**src/sv/mtgp_pkg.sv**
```systemverilog
// ============================================================================
// mtgp_pkg: Shared definitions for the goodput predictor.
// Field widths, leaf codes and the per-leaf coefficient table.
// ============================================================================
package mtgp_pkg;

    localparam int PAYLOAD_W = 16;
    localparam int SNR_W     = 11;
    localparam int RSRP_W    = 13;
    localparam int RSRQ_W    = 10;
    localparam int CQI_W     = 4;
    localparam int SPEED_W   = 9;
    localparam int GOODPUT_W = 16;
    localparam int LEAF_W    = 4;

    localparam int COEF_W    = 23;
    localparam int OFS_W     = 31;
    localparam int PROD_W    = 40;
    localparam int ACC_W     = 44;
    localparam int FRAC_W    = 16;
    localparam int RND_W     = ACC_W - FRAC_W;

    localparam logic signed [ACC_W-1:0] ROUND_HALF = ACC_W'(64'sd1 <<< (FRAC_W - 1));
    localparam logic signed [RND_W-1:0] GOODPUT_MAX = RND_W'(32767);
    localparam logic signed [RND_W-1:0] GOODPUT_MIN = -RND_W'(32768);

    localparam logic [PAYLOAD_W-1:0] P_LIM_0   = 16'd579;
    localparam logic [PAYLOAD_W-1:0] P_LIM_1   = 16'd1289;
    localparam logic [PAYLOAD_W-1:0] P_LOW_2   = 16'd1580;
    localparam logic [PAYLOAD_W-1:0] P_LIM_2   = 16'd2106;
    localparam logic [PAYLOAD_W-1:0] P_LIM_3   = 16'd1843;
    localparam logic [PAYLOAD_W-1:0] P_LIM_4   = 16'd4105;
    localparam logic [PAYLOAD_W-1:0] P_LIM_5   = 16'd632;
    localparam logic signed [RSRP_W-1:0] R_GOOD = -13'sd1608;
    localparam logic signed [RSRP_W-1:0] R_FAIR = -13'sd1512;

    typedef enum logic [LEAF_W-1:0] {
        LEAF_0 = 4'd0,
        LEAF_1 = 4'd1,
        LEAF_2 = 4'd2,
        LEAF_3 = 4'd3,
        LEAF_4 = 4'd4,
        LEAF_5 = 4'd5,
        LEAF_6 = 4'd6,
        LEAF_7 = 4'd7,
        LEAF_8 = 4'd8
    } leaf_t;

    typedef struct packed {
        logic signed [COEF_W-1:0] w_payload;
        logic signed [COEF_W-1:0] w_snr;
        logic signed [COEF_W-1:0] w_rsrp;
        logic signed [COEF_W-1:0] w_rsrq;
        logic signed [COEF_W-1:0] w_cqi;
        logic signed [COEF_W-1:0] w_speed;
        logic signed [OFS_W-1:0]  offset;
    } leaf_coef_t;

    // Weights are in 2^-16 output LSB per input LSB; offsets in 2^-16 output LSB.
    function automatic leaf_coef_t leaf_coef(input leaf_t leaf);
        leaf_coef_t c;
        c = '0;
        unique case (leaf)
            LEAF_0:
            begin
                c = '{23'sd53366, 23'sd210, -23'sd9332, 23'sd209610,
                      23'sd912681, 23'sd11651, 31'sd45936017};
            end
            LEAF_1:
            begin
                c = '{23'sd29747, 23'sd210, 23'sd1887, 23'sd182452,
                      23'sd10066, 23'sd22370, 31'sd96068017};
            end
            LEAF_2:
            begin
                c = '{23'sd28138, 23'sd22649, 23'sd2097, 23'sd196084,
                      23'sd860671, 23'sd0, 31'sd127369268};
            end
            LEAF_3:
            begin
                c = '{23'sd1101, 23'sd62600, 23'sd3146, 23'sd369308,
                      -23'sd25166, -23'sd23302, 31'sd165292487};
            end
            LEAF_4:
            begin
                c = '{23'sd7935, 23'sd2726, 23'sd11744, 23'sd493460,
                      -23'sd26844, 23'sd26098, 31'sd233194914};
            end
            LEAF_5:
            begin
                c = '{23'sd804, 23'sd0, 23'sd226912, 23'sd18770,
                      -23'sd130862, 23'sd0, 31'sd438088342};
            end
            LEAF_6:
            begin
                c = '{23'sd3034, 23'sd0, 23'sd479933, 23'sd23383,
                      -23'sd1533438, 23'sd0, 31'sd901761938};
            end
            LEAF_7:
            begin
                c = '{23'sd0, 23'sd83362, 23'sd9542, 23'sd362807,
                      23'sd0, 23'sd0, 31'sd261422580};
            end
            LEAF_8:
            begin
                c = '{23'sd0, 23'sd0, 23'sd438619, 23'sd0,
                      -23'sd3732931, 23'sd0, 31'sd875998845};
            end
            default:
            begin
                c = '0;
            end
        endcase
        return c;
    endfunction

endpackage

```
**src/sv/mtgp_in_if.sv**
```systemverilog
// ============================================================================
// mtgp_in_if: Measurement record channel.
// Carries one measurement record per transaction with valid/ready handshake.
// ============================================================================
interface mtgp_in_if;
    logic                                      valid;
    logic                                      ready;
    logic [mtgp_pkg::PAYLOAD_W-1:0]            payload_size;
    logic signed [mtgp_pkg::SNR_W-1:0]         snr_level;
    logic signed [mtgp_pkg::RSRP_W-1:0]        rsrp_level;
    logic signed [mtgp_pkg::RSRQ_W-1:0]        rsrq_level;
    logic [mtgp_pkg::CQI_W-1:0]                channel_quality;
    logic [mtgp_pkg::SPEED_W-1:0]              speed_kmh;

    modport source (
        output valid, payload_size, snr_level, rsrp_level, rsrq_level,
               channel_quality, speed_kmh,
        input  ready
    );

    modport sink (
        input  valid, payload_size, snr_level, rsrp_level, rsrq_level,
               channel_quality, speed_kmh,
        output ready
    );
endinterface

```
**src/sv/mtgp_out_if.sv**
```systemverilog
// ============================================================================
// mtgp_out_if: Goodput prediction channel.
// Carries one prediction and its leaf index per transaction.
// ============================================================================
interface mtgp_out_if;
    logic                                   valid;
    logic                                   ready;
    logic signed [mtgp_pkg::GOODPUT_W-1:0]  goodput;
    logic [mtgp_pkg::LEAF_W-1:0]            leaf_index;

    modport source (
        output valid, goodput, leaf_index,
        input  ready
    );

    modport sink (
        input  valid, goodput, leaf_index,
        output ready
    );
endinterface

```
**src/sv/mtgp_leaf_sel.sv**
```systemverilog
// ============================================================================
// mtgp_leaf_sel: Model tree leaf selection.
// Tests the guarded leaf conditions in order and returns the first match.
// ============================================================================
module mtgp_leaf_sel (
    input  logic [mtgp_pkg::PAYLOAD_W-1:0]     payload_size,
    input  logic signed [mtgp_pkg::RSRP_W-1:0] rsrp_level,
    output mtgp_pkg::leaf_t                    leaf
);

    logic good;

    assign good = rsrp_level > mtgp_pkg::R_GOOD;

    always_comb
    begin
        if (good && payload_size <= mtgp_pkg::P_LIM_0)
        begin
            leaf = mtgp_pkg::LEAF_0;
        end
        else if (good && payload_size <= mtgp_pkg::P_LIM_1)
        begin
            leaf = mtgp_pkg::LEAF_1;
        end
        else if (good && payload_size > mtgp_pkg::P_LOW_2
                 && payload_size <= mtgp_pkg::P_LIM_2)
        begin
            leaf = mtgp_pkg::LEAF_2;
        end
        else if (good && payload_size <= mtgp_pkg::P_LIM_3)
        begin
            leaf = mtgp_pkg::LEAF_3;
        end
        else if (good && payload_size <= mtgp_pkg::P_LIM_4)
        begin
            leaf = mtgp_pkg::LEAF_4;
        end
        else if (!good && payload_size <= mtgp_pkg::P_LIM_5)
        begin
            leaf = mtgp_pkg::LEAF_5;
        end
        else if (!good)
        begin
            leaf = mtgp_pkg::LEAF_6;
        end
        else if (rsrp_level > mtgp_pkg::R_FAIR)
        begin
            leaf = mtgp_pkg::LEAF_7;
        end
        else
        begin
            leaf = mtgp_pkg::LEAF_8;
        end
    end

endmodule

```
**src/sv/model_tree_goodput_predictor_unit.sv**
```systemverilog
// ============================================================================
// model_tree_goodput_predictor_unit: Piecewise linear goodput predictor.
// Selects a model tree leaf and evaluates its fixed-point weighted sum.
// ============================================================================
//
//  Channel   Modport  Transaction
//  -------   -------  ------------------------------------------------------
//  sample    sink     payload, SNR, RSRP, RSRQ, CQI and speed of one record
//  result    source   saturated goodput and leaf index, one per record
//
//  A record is registered with its leaf at acceptance and then passes the
//  product, partial-sum, rounded-total and output registers: multiply,
//  partial sums, final sum with rounding, saturation.
//  One record is accepted every cycle while the result side takes results.
//  When a result waits, all stages hold together; nothing is lost or repeated.
//  Reset clears all valid bits; data registers are not reset.
//
module model_tree_goodput_predictor_unit (
    input  logic        clk,
    input  logic        rst_n,
    mtgp_in_if.sink     sample,
    mtgp_out_if.source  result
);

    logic adv;

    // Stage 1: registered record and chosen leaf.
    mtgp_pkg::leaf_t                         leaf_next;
    logic                                    s1_valid_reg;
    mtgp_pkg::leaf_t                         s1_leaf_reg;
    logic signed [mtgp_pkg::PAYLOAD_W:0]     s1_payload_reg;
    logic signed [mtgp_pkg::SNR_W-1:0]       s1_snr_reg;
    logic signed [mtgp_pkg::RSRP_W-1:0]      s1_rsrp_reg;
    logic signed [mtgp_pkg::RSRQ_W-1:0]      s1_rsrq_reg;
    logic signed [mtgp_pkg::CQI_W:0]         s1_cqi_reg;
    logic signed [mtgp_pkg::SPEED_W:0]       s1_speed_reg;

    // Stage 2: products.
    mtgp_pkg::leaf_coef_t                    coef;
    logic                                    s2_valid_reg;
    mtgp_pkg::leaf_t                         s2_leaf_reg;
    logic signed [mtgp_pkg::PROD_W-1:0]      p_payload_next;
    logic signed [mtgp_pkg::PROD_W-1:0]      p_snr_next;
    logic signed [mtgp_pkg::PROD_W-1:0]      p_rsrp_next;
    logic signed [mtgp_pkg::PROD_W-1:0]      p_rsrq_next;
    logic signed [mtgp_pkg::PROD_W-1:0]      p_cqi_next;
    logic signed [mtgp_pkg::PROD_W-1:0]      p_speed_next;
    logic signed [mtgp_pkg::PROD_W-1:0]      p_payload_reg;
    logic signed [mtgp_pkg::PROD_W-1:0]      p_snr_reg;
    logic signed [mtgp_pkg::PROD_W-1:0]      p_rsrp_reg;
    logic signed [mtgp_pkg::PROD_W-1:0]      p_rsrq_reg;
    logic signed [mtgp_pkg::PROD_W-1:0]      p_cqi_reg;
    logic signed [mtgp_pkg::PROD_W-1:0]      p_speed_reg;
    logic signed [mtgp_pkg::OFS_W-1:0]       s2_ofs_reg;

    // Stage 3: partial sums.
    logic                                    s3_valid_reg;
    mtgp_pkg::leaf_t                         s3_leaf_reg;
    logic signed [mtgp_pkg::ACC_W-1:0]       sum_a_next;
    logic signed [mtgp_pkg::ACC_W-1:0]       sum_b_next;
    logic signed [mtgp_pkg::ACC_W-1:0]       sum_c_next;
    logic signed [mtgp_pkg::ACC_W-1:0]       sum_a_reg;
    logic signed [mtgp_pkg::ACC_W-1:0]       sum_b_reg;
    logic signed [mtgp_pkg::ACC_W-1:0]       sum_c_reg;

    // Stage 4: rounded total.
    logic                                    s4_valid_reg;
    mtgp_pkg::leaf_t                         s4_leaf_reg;
    logic signed [mtgp_pkg::ACC_W-1:0]       total;
    logic signed [mtgp_pkg::RND_W-1:0]       rnd_next;
    logic signed [mtgp_pkg::RND_W-1:0]       rnd_reg;

    // Stage 5: output register.
    logic                                    out_valid_reg;
    mtgp_pkg::leaf_t                         out_leaf_reg;
    logic signed [mtgp_pkg::GOODPUT_W-1:0]   goodput_next;
    logic signed [mtgp_pkg::GOODPUT_W-1:0]   goodput_reg;

    assign adv          = !out_valid_reg || result.ready;
    assign sample.ready = adv;

    mtgp_leaf_sel u_leaf_sel (
        .payload_size (sample.payload_size),
        .rsrp_level   (sample.rsrp_level),
        .leaf         (leaf_next)
    );

    always_comb
    begin
        coef           = mtgp_pkg::leaf_coef(s1_leaf_reg);
        p_payload_next = s1_payload_reg * coef.w_payload;
        p_snr_next     = s1_snr_reg * coef.w_snr;
        p_rsrp_next    = s1_rsrp_reg * coef.w_rsrp;
        p_rsrq_next    = s1_rsrq_reg * coef.w_rsrq;
        p_cqi_next     = s1_cqi_reg * coef.w_cqi;
        p_speed_next   = s1_speed_reg * coef.w_speed;
    end

    always_comb
    begin
        sum_a_next = mtgp_pkg::ACC_W'(p_payload_reg) + mtgp_pkg::ACC_W'(p_snr_reg);
        sum_b_next = mtgp_pkg::ACC_W'(p_rsrp_reg) + mtgp_pkg::ACC_W'(p_rsrq_reg);
        sum_c_next = mtgp_pkg::ACC_W'(p_cqi_reg) + mtgp_pkg::ACC_W'(p_speed_reg)
                   + mtgp_pkg::ACC_W'(s2_ofs_reg);
    end

    // Adding one half and dropping the fraction rounds half toward plus infinity.
    always_comb
    begin
        total    = sum_a_reg + sum_b_reg + sum_c_reg + mtgp_pkg::ROUND_HALF;
        rnd_next = total[mtgp_pkg::ACC_W-1:mtgp_pkg::FRAC_W];
    end

    always_comb
    begin
        if (rnd_reg > mtgp_pkg::GOODPUT_MAX)
        begin
            goodput_next = mtgp_pkg::GOODPUT_MAX[mtgp_pkg::GOODPUT_W-1:0];
        end
        else if (rnd_reg < mtgp_pkg::GOODPUT_MIN)
        begin
            goodput_next = mtgp_pkg::GOODPUT_MIN[mtgp_pkg::GOODPUT_W-1:0];
        end
        else
        begin
            goodput_next = rnd_reg[mtgp_pkg::GOODPUT_W-1:0];
        end
    end

    always_ff @(posedge clk or negedge rst_n)
    begin
        if (!rst_n)
        begin
            s1_valid_reg  <= 1'b0;
            s2_valid_reg  <= 1'b0;
            s3_valid_reg  <= 1'b0;
            s4_valid_reg  <= 1'b0;
            out_valid_reg <= 1'b0;
        end
        else if (adv)
        begin
            s1_valid_reg  <= sample.valid;
            s2_valid_reg  <= s1_valid_reg;
            s3_valid_reg  <= s2_valid_reg;
            s4_valid_reg  <= s3_valid_reg;
            out_valid_reg <= s4_valid_reg;
        end
    end

    always_ff @(posedge clk)
    begin
        if (adv)
        begin
            s1_leaf_reg    <= leaf_next;
            s1_payload_reg <= $signed({1'b0, sample.payload_size});
            s1_snr_reg     <= sample.snr_level;
            s1_rsrp_reg    <= sample.rsrp_level;
            s1_rsrq_reg    <= sample.rsrq_level;
            s1_cqi_reg     <= $signed({1'b0, sample.channel_quality});
            s1_speed_reg   <= $signed({1'b0, sample.speed_kmh});

            s2_leaf_reg    <= s1_leaf_reg;
            p_payload_reg  <= p_payload_next;
            p_snr_reg      <= p_snr_next;
            p_rsrp_reg     <= p_rsrp_next;
            p_rsrq_reg     <= p_rsrq_next;
            p_cqi_reg      <= p_cqi_next;
            p_speed_reg    <= p_speed_next;
            s2_ofs_reg     <= coef.offset;

            s3_leaf_reg    <= s2_leaf_reg;
            sum_a_reg      <= sum_a_next;
            sum_b_reg      <= sum_b_next;
            sum_c_reg      <= sum_c_next;

            s4_leaf_reg    <= s3_leaf_reg;
            rnd_reg        <= rnd_next;

            out_leaf_reg   <= s4_leaf_reg;
            goodput_reg    <= goodput_next;
        end
    end

    assign result.valid      = out_valid_reg;
    assign result.goodput    = goodput_reg;
    assign result.leaf_index = out_leaf_reg;

endmodule

```
**src/flat_wrapper.sv**
```systemverilog
// flat-port wrapper written by rule: the top's interface ports become plain ports
module model_tree_goodput_predictor_unit_flat 
  (clk, rst_n, sample_valid, sample_payload_size, sample_snr_level, sample_rsrp_level, sample_rsrq_level, sample_channel_quality, sample_speed_kmh, sample_ready, result_valid, result_goodput, result_leaf_index, result_ready);
  mtgp_in_if sample_i ();
  mtgp_out_if result_i ();
  input  logic clk;
  input  logic rst_n;
  input wire logic [$bits(sample_i.valid)-1:0] sample_valid;
  input wire logic [$bits(sample_i.payload_size)-1:0] sample_payload_size;
  input wire logic [$bits(sample_i.snr_level)-1:0] sample_snr_level;
  input wire logic [$bits(sample_i.rsrp_level)-1:0] sample_rsrp_level;
  input wire logic [$bits(sample_i.rsrq_level)-1:0] sample_rsrq_level;
  input wire logic [$bits(sample_i.channel_quality)-1:0] sample_channel_quality;
  input wire logic [$bits(sample_i.speed_kmh)-1:0] sample_speed_kmh;
  output wire logic [$bits(sample_i.ready)-1:0] sample_ready;
  output wire logic [$bits(result_i.valid)-1:0] result_valid;
  output wire logic [$bits(result_i.goodput)-1:0] result_goodput;
  output wire logic [$bits(result_i.leaf_index)-1:0] result_leaf_index;
  input wire logic [$bits(result_i.ready)-1:0] result_ready;
  assign sample_i.valid = sample_valid;
  assign sample_i.payload_size = sample_payload_size;
  assign sample_i.snr_level = sample_snr_level;
  assign sample_i.rsrp_level = sample_rsrp_level;
  assign sample_i.rsrq_level = sample_rsrq_level;
  assign sample_i.channel_quality = sample_channel_quality;
  assign sample_i.speed_kmh = sample_speed_kmh;
  assign sample_ready = sample_i.ready;
  assign result_valid = result_i.valid;
  assign result_goodput = result_i.goodput;
  assign result_leaf_index = result_i.leaf_index;
  assign result_i.ready = result_ready;
  model_tree_goodput_predictor_unit u_core (.clk(clk), .rst_n(rst_n), .sample(sample_i), .result(result_i));
endmodule
```
**config.mk**
```make
export PLATFORM = sky130hd
export DESIGN_NAME = model_tree_goodput_predictor_unit_flat
export DESIGN_NICKNAME = d
export VERILOG_FILES = /design/src/sv/mtgp_pkg.sv /design/src/sv/mtgp_in_if.sv /design/src/sv/mtgp_out_if.sv /design/src/sv/mtgp_leaf_sel.sv /design/src/sv/model_tree_goodput_predictor_unit.sv /design/src/flat_wrapper.sv
export SDC_FILE = /design/constraint.sdc
export NUM_CORES = 2
export LEC_CHECK = 0
export BUFFER_PORTS_ARGS = -buffer_cell sky130_fd_sc_hd__clkbuf_2
export CORE_ASPECT_RATIO = 0.75
export CORE_MARGIN = 8
export CORE_UTILIZATION = 35
export DETAILED_ROUTE_END_ITERATION = 6
export GPL_ROUTABILITY_DRIVEN = 0
export HOLD_SLACK_MARGIN = 0.06
export PLACE_DENSITY = 0.51
export REMOVE_ABC_BUFFERS = 1
export SYNTH_ARGS = -nofsm -noshare
export SYNTH_HDL_FRONTEND = slang
export SYNTH_HIERARCHICAL = 1
export SYNTH_SLANG_ARGS = --single-unit
```
**constraint.sdc**
```tcl
create_clock -name clk -period 18.9 [get_ports clk]
set_input_delay 2.835 -clock clk [delete_from_list [all_inputs] [get_ports clk]]
set_output_delay 2.835 -clock clk [all_outputs]
set_load 0.005 [all_outputs]
```
# Word-level counts from Yosys, hierarchy flattened
# Memories as Yosys holds them, arrays and structs flattened.
# Cells that the tools add are included.
[totals]
reg_bits = 499
mem_bits_ro = 2400
inputBits = 67
output_inout_bits = 22
memories = 1
[op_classes]
addsub = 7
n_mul = 6
magnitude_cmp = 11
muxes = 8
bitwise_logic = 1
n_reduce_logical = 13
[memory_table]
columns = ["memory", "depth", "width", "read_ports", "rd_clocked_by_memory_dff", "write_ports", "line_no", "rtl"]
rows = [
  ["(name not given)", 16, 150, 1, 0, 0, "mtgp_pkg.sv:63", "unique case (leaf)"],
]
[ops]
columns = ["operator", "count"]
rows = [
  ["44-bit adder", 2],
  ["10-bit by 23-bit multiplier with 33-bit output", 2],
  ["44-bit by 17-bit adder with 44-bit output (second input constant)", 1],
  ["40-bit by 34-bit adder with 41-bit output", 1],
  ["17-bit by 23-bit multiplier with 40-bit output", 1],
  ["36-bit by 33-bit adder with 37-bit output", 1],
  ["13-bit by 23-bit multiplier with 36-bit output", 1],
  ["34-bit by 31-bit adder with 35-bit output", 1],
  ["28-bit by 33-bit adder with 34-bit output", 1],
  ["11-bit by 23-bit multiplier with 34-bit output", 1],
  ["16-bit by 10-bit <= comparator with 1-bit output (second input constant)", 2],
  ["16-bit by 11-bit <= comparator with 1-bit output (second input constant)", 2],
  ["28-bit by 16-bit greater-than comparator with 1-bit output (second input constant)", 1],
  ["28-bit by 16-bit < comparator with 1-bit output (second input constant)", 1],
  ["5-bit by 23-bit multiplier with 28-bit output", 1],
  ["13-bit by 12-bit greater-than comparator with 1-bit output (second input constant)", 2],
  ["16-bit by 11-bit greater-than comparator with 1-bit output (second input constant)", 1],
  ["16-bit by 12-bit <= comparator with 1-bit output (second input constant)", 1],
  ["16-bit by 13-bit <= comparator with 1-bit output (second input constant)", 1],
  ["16-bit 2-to-1 mux", 1],
  ["3-bit 2-to-1 mux", 3],
  ["1-bit logical AND", 7],
  ["7-bit OR reduction", 1],
  ["2-bit 2-to-1 mux", 2],
  ["other kinds (7)", 8],
]

# Depth between registers and ports, before layout
[depth]
depth_word = 8
mapped_depth = 25
depth_no_buf = 24

# Hierarchy
# The synthesis kept the hierarchy.
[by_module_without_submodules]
columns = ["module", "n_inst", "cells_each", "area_each_um2", "seq_area_each_um2"]
rows = [
  ["model_tree_goodput_predictor_unit", 1, 6337, 65171.3, 16270.6],
  ["mtgp_leaf_sel", 1, 62, 436.7, 0.0],
]

# Worst setup path after synthesis
# Ideal clock, no wire load.
[synth_timing]
path_kind = "input to output"
start = "input port result_ready"
end = "output port sample_ready"
arrival_time_ps = 12145
required_ps = 16065
setup_slack_ps = 3920
stages = 3
path_buffers = 1
path_cell_list = "nor2b_1 -> buf_1 -> inv_1"
[synth_via]
elab_chain_len = 1
[synth_lines]
columns = ["element", "line_no", "rtl"]
rows = [
  ["start: declaration", "flat_wrapper.sv:19", "input wire logic [$bits(result_i.ready)-1:0] result_ready;"],
  ["1-bit logical OR", "model_tree_goodput_predictor_unit.sv:79", "assign adv = !out_valid_reg || result.ready;"],
  ["end: declaration", "flat_wrapper.sv:15", "output wire logic [$bits(sample_i.ready)-1:0] sample_ready;"],
]
# Every way passes these cells.

# Final worst setup path
[layout_timing]
start = "register u_core/s1_rsrp_reg[12] (netlist name)"
end = "register u_core/p_rsrp_reg[34] (netlist name), data pin"
[layout_via]
elab_chain_len = 1
[layout_lines]
columns = ["element", "line_no", "rtl"]
rows = [
  ["start: declaration", "model_tree_goodput_predictor_unit.sv:33", "logic signed [mtgp_pkg::RSRP_W-1:0] s1_rsrp_reg;"],
  ["start signal: assignment", "model_tree_goodput_predictor_unit.sv:157", "s1_rsrp_reg <= sample.rsrp_level;"],
  ["13-bit by 23-bit multiplier with 36-bit output", "model_tree_goodput_predictor_unit.sv:93", "p_rsrp_next = s1_rsrp_reg * coef.w_rsrp;"],
  ["named net u_core.p_rsrp_next (one bit)", "model_tree_goodput_predictor_unit.sv:44", "logic signed [mtgp_pkg::PROD_W-1:0] p_rsrp_next;"],
  ["end signal: assignment", "model_tree_goodput_predictor_unit.sv:165", "p_rsrp_reg <= p_rsrp_next;"],
  ["end: declaration", "model_tree_goodput_predictor_unit.sv:50", "logic signed [mtgp_pkg::PROD_W-1:0] p_rsrp_reg;"],
]
# The timed path passes the listed nets, and every way through them passes these cells.
# A chain may end at the register's enable or synchronous reset.

==> impl_metrics.json <==
{
  "run_status": "finished clean",
  "fin_skew_ns": 0.04792,
  "period_minus_slack_ns": 7.074,
  "wl_um": 175000,
  "cts_buffer_depth": 3,
  "htreeDepth": 3,
  "clkTransAtPathRegs_ns": 0.07,
  "arrival_ns": 7.50,
  "grt_pass1_wl_um": 275500,
  "yosys_warnings": 6,
  "synth_flop_cell": "edfxtp_1",
  "io_pins": 89,
  "cap_violations": 0,
  "syn_area_sq_um": 65610,
  "fin_crit_sh_pct": 37.43,
  "r2r_cells": 20,
  "hpwl_um": 144000,
  "hp-class": "flip-flop to flip-flop",
  "fp.dieW_um": 515.9,
  "io_buffers": 88,
  "crit_required_ns": 19.33,
  "synth_top_area_share_pct": 29.08,
  "syn_area_per_cell_sq_um": 10.25,
  "ys_seq_area_share_pct": 24.80,
  "synthTopCellsByCount": "inv_1 (1,240), fa_1 (953), ha_1 (710)",
  "slew_viol_final": 0,
  "grt_pass1_vias": 45874,
  "drt_iter0_markers": 2969,
  "grtUsageTotal_pct": 17.57,
  "dr.pass1.iters": 6,
  "wire_per_inst_um": 19.50,
  "start_util_pct": 35.24,
  "drc": 0,
  "holdPathStages": 0,
  "critical_path_class": "flip-flop to flip-flop",
  "syn_to_final_growth_pct": 8.368,
  "cts_tree": "yes",
  "async_flop_share_pct": 0.8651,
  "synth.distinct_cells": 95,
  "yosys.area.top_type": "fa_1",
  "cts_root_buf": "clkbuf_16",
  "nets": 8137,
  "synth_edf_count": 467,
  "tightest_slew_ns": 1.179,
  "worstPathMaxFanout": 18,
  "synth.most_common_cell": "inv_1",
  "die-area_sq_um": 201700,
  "max-slew-margin-rel_pct": 21.25,
  "fmax_mhz": 141.4,
  "synth.area.top_cells": "fa_1 (29%), edfxtp_1 (21%), ha_1 (14%)",
  "endpoint_kind": "flip-flop",
  "grt_max_degree": 75,
  "clkLatencyLatePin_ns": 0.70,
  "rsz0062_at_grt": "no",
  "timing_hold_violations_final": 0,
  "grt_antenna_before_repair": 13,
  "synthCells": 6399,
  "num_vias": 43802,
  "grt_overflow_total": 0,
  "die_y_um": 391.0,
  "post_cts_buffers": 0,
  "final_layout_size_suffix_gt1_share_pct": 4.440,
  "largest_register_ffs": 106,
  "fp-row-count": 137,
  "core_sq_um": 186200,
  "setup_viol_count_final": 0,
  "setup_tns_ns": 0,
  "cts_buffers": 70,
  "critPathLaunchType": "flip-flop",
  "cts.sinks": 578,
  "drtAntennaViolNets": 0,
  "post_cts_resized": 0,
  "drt-vias-per-instance": 4.881,
  "ys_ff_latch": 578,
  "ctsHoldBuffers": 0
}
[layer usage]
metal | routed length, um | track usage (%) | vias up
li1 | - | - | 20561
met1 | 87670 | 26.86 | 22096
met2 | 74210 | 26.43 | 984
met3 | 10060 | 2.832 | 159
met4 | 3024 | 3.108 | 2
met5 | 11 | 0 | -
[area by class of cell]
type / count / area (sq um)
fillers: 18651 / 115100
multi-input cells: 4400 / 44020
flip-flops and latches: 578 / 16270
inverters: 1242 / 4669
well taps: 2502 / 3131
clock buffers: 95 / 2013
repair buffers: 115 / 643.1
clock inverters: 34 / 325.3
diodes: 8 / 20.02
[cell families after synthesis]
logic type | synth area share (%)
adder cells (fa/ha/maj) | 42.62
AND/OR/NAND/NOR | 12.18
buffers and inverters | 8.132
AO/OA/AOI/OAI | 8.578
flip-flops | 24.80
XOR/XNOR | 3.524
multiplexers | 0.1659
[worst paths after layout]
path	start	to	slack, ns
max	u_core/s1_rsrp_reg[12]$_DFFE_PN_	u_core/p_rsrp_reg[34]$_DFFE_PN_	11.83
min	u_core/coef[5]$_DFF_P_	u_core/s2_ofs_reg[5]$_DFFE_PN_	0.41
max reg2reg	u_core/s1_rsrp_reg[12]$_DFFE_PN_	u_core/p_rsrp_reg[34]$_DFFE_PN_	11.83
min reg2reg	u_core/coef[5]$_DFF_P_	u_core/s2_ofs_reg[5]$_DFFE_PN_	0.41
max in group asynchronous	rst_n	u_core/s3_valid_reg$_DFFE_PN0N_	16.79
min in group asynchronous	rst_n	u_core/result.valid$_DFFE_PN0N_	1.97
[critical path, cell delays in order, from the launching register on]
cell and delay (ns):
edfxtp_1 0.77, nor2b_1 0.32, inv_1 0.10, fa_1 0.51, fa_1 0.56, inv_1 0.07
fa_1 0.50, fa_1 0.52, fa_1 0.58, fa_1 0.42, ha_1 0.25, or3_1 0.37
or2_1 0.26, o2111a_1 0.27, nor2_1 0.19, o2111ai_1 0.16, a31oi_1 0.25, nand3b_1 0.24
a21oi_1 0.13, a211oi_2 0.26, xnor2_1 0.09
[stage by stage]
stage | utilization, % | instance area [sq um] | instances | worst slack (ns) | hold WS (ns)
5_1_grt | 38.18 | 71080 | 8966 | 11.37 | 0.4146
3_3_place_gp | 36.93 | 68740 | 8837 | 11.88 | 0.3905
4_1_cts | 38.18 | 71080 | 8966 | 11.82 | 0.4045
6_report | 38.19 | 71100 | 8974 | 11.83 | 0.4053
3_5_place_dp | 36.93 | 68740 | 8837 | 11.83 | 0.3887
2_1_floorplan | - | 64930 | 6220 | 4.051 | 0.3855
[placed cells by master (no fill, tap or decap), drive strengths merged, types with 19 or more instances in the layout]
cell    instances
dfxtp         106
o21a           68
buf            27
a21o          123
nor2b          54
fa            953
nor2          189
nand3          49
xor2           68
o21bai         37
edfxtp        467
nand2         607
ha            710
inv          1250
xnor2         196
o21ai         156
and3           27
clkinv         22
clkbuf        183
nand2b         48
a21oi         267
and2          486
nand4          25
a211oi         48
nor3           45
o211ai         19
Power is left out: the tool's default activity adds up to more than one toggle a clock period on the data nets, which glitch-free logic cannot reach.
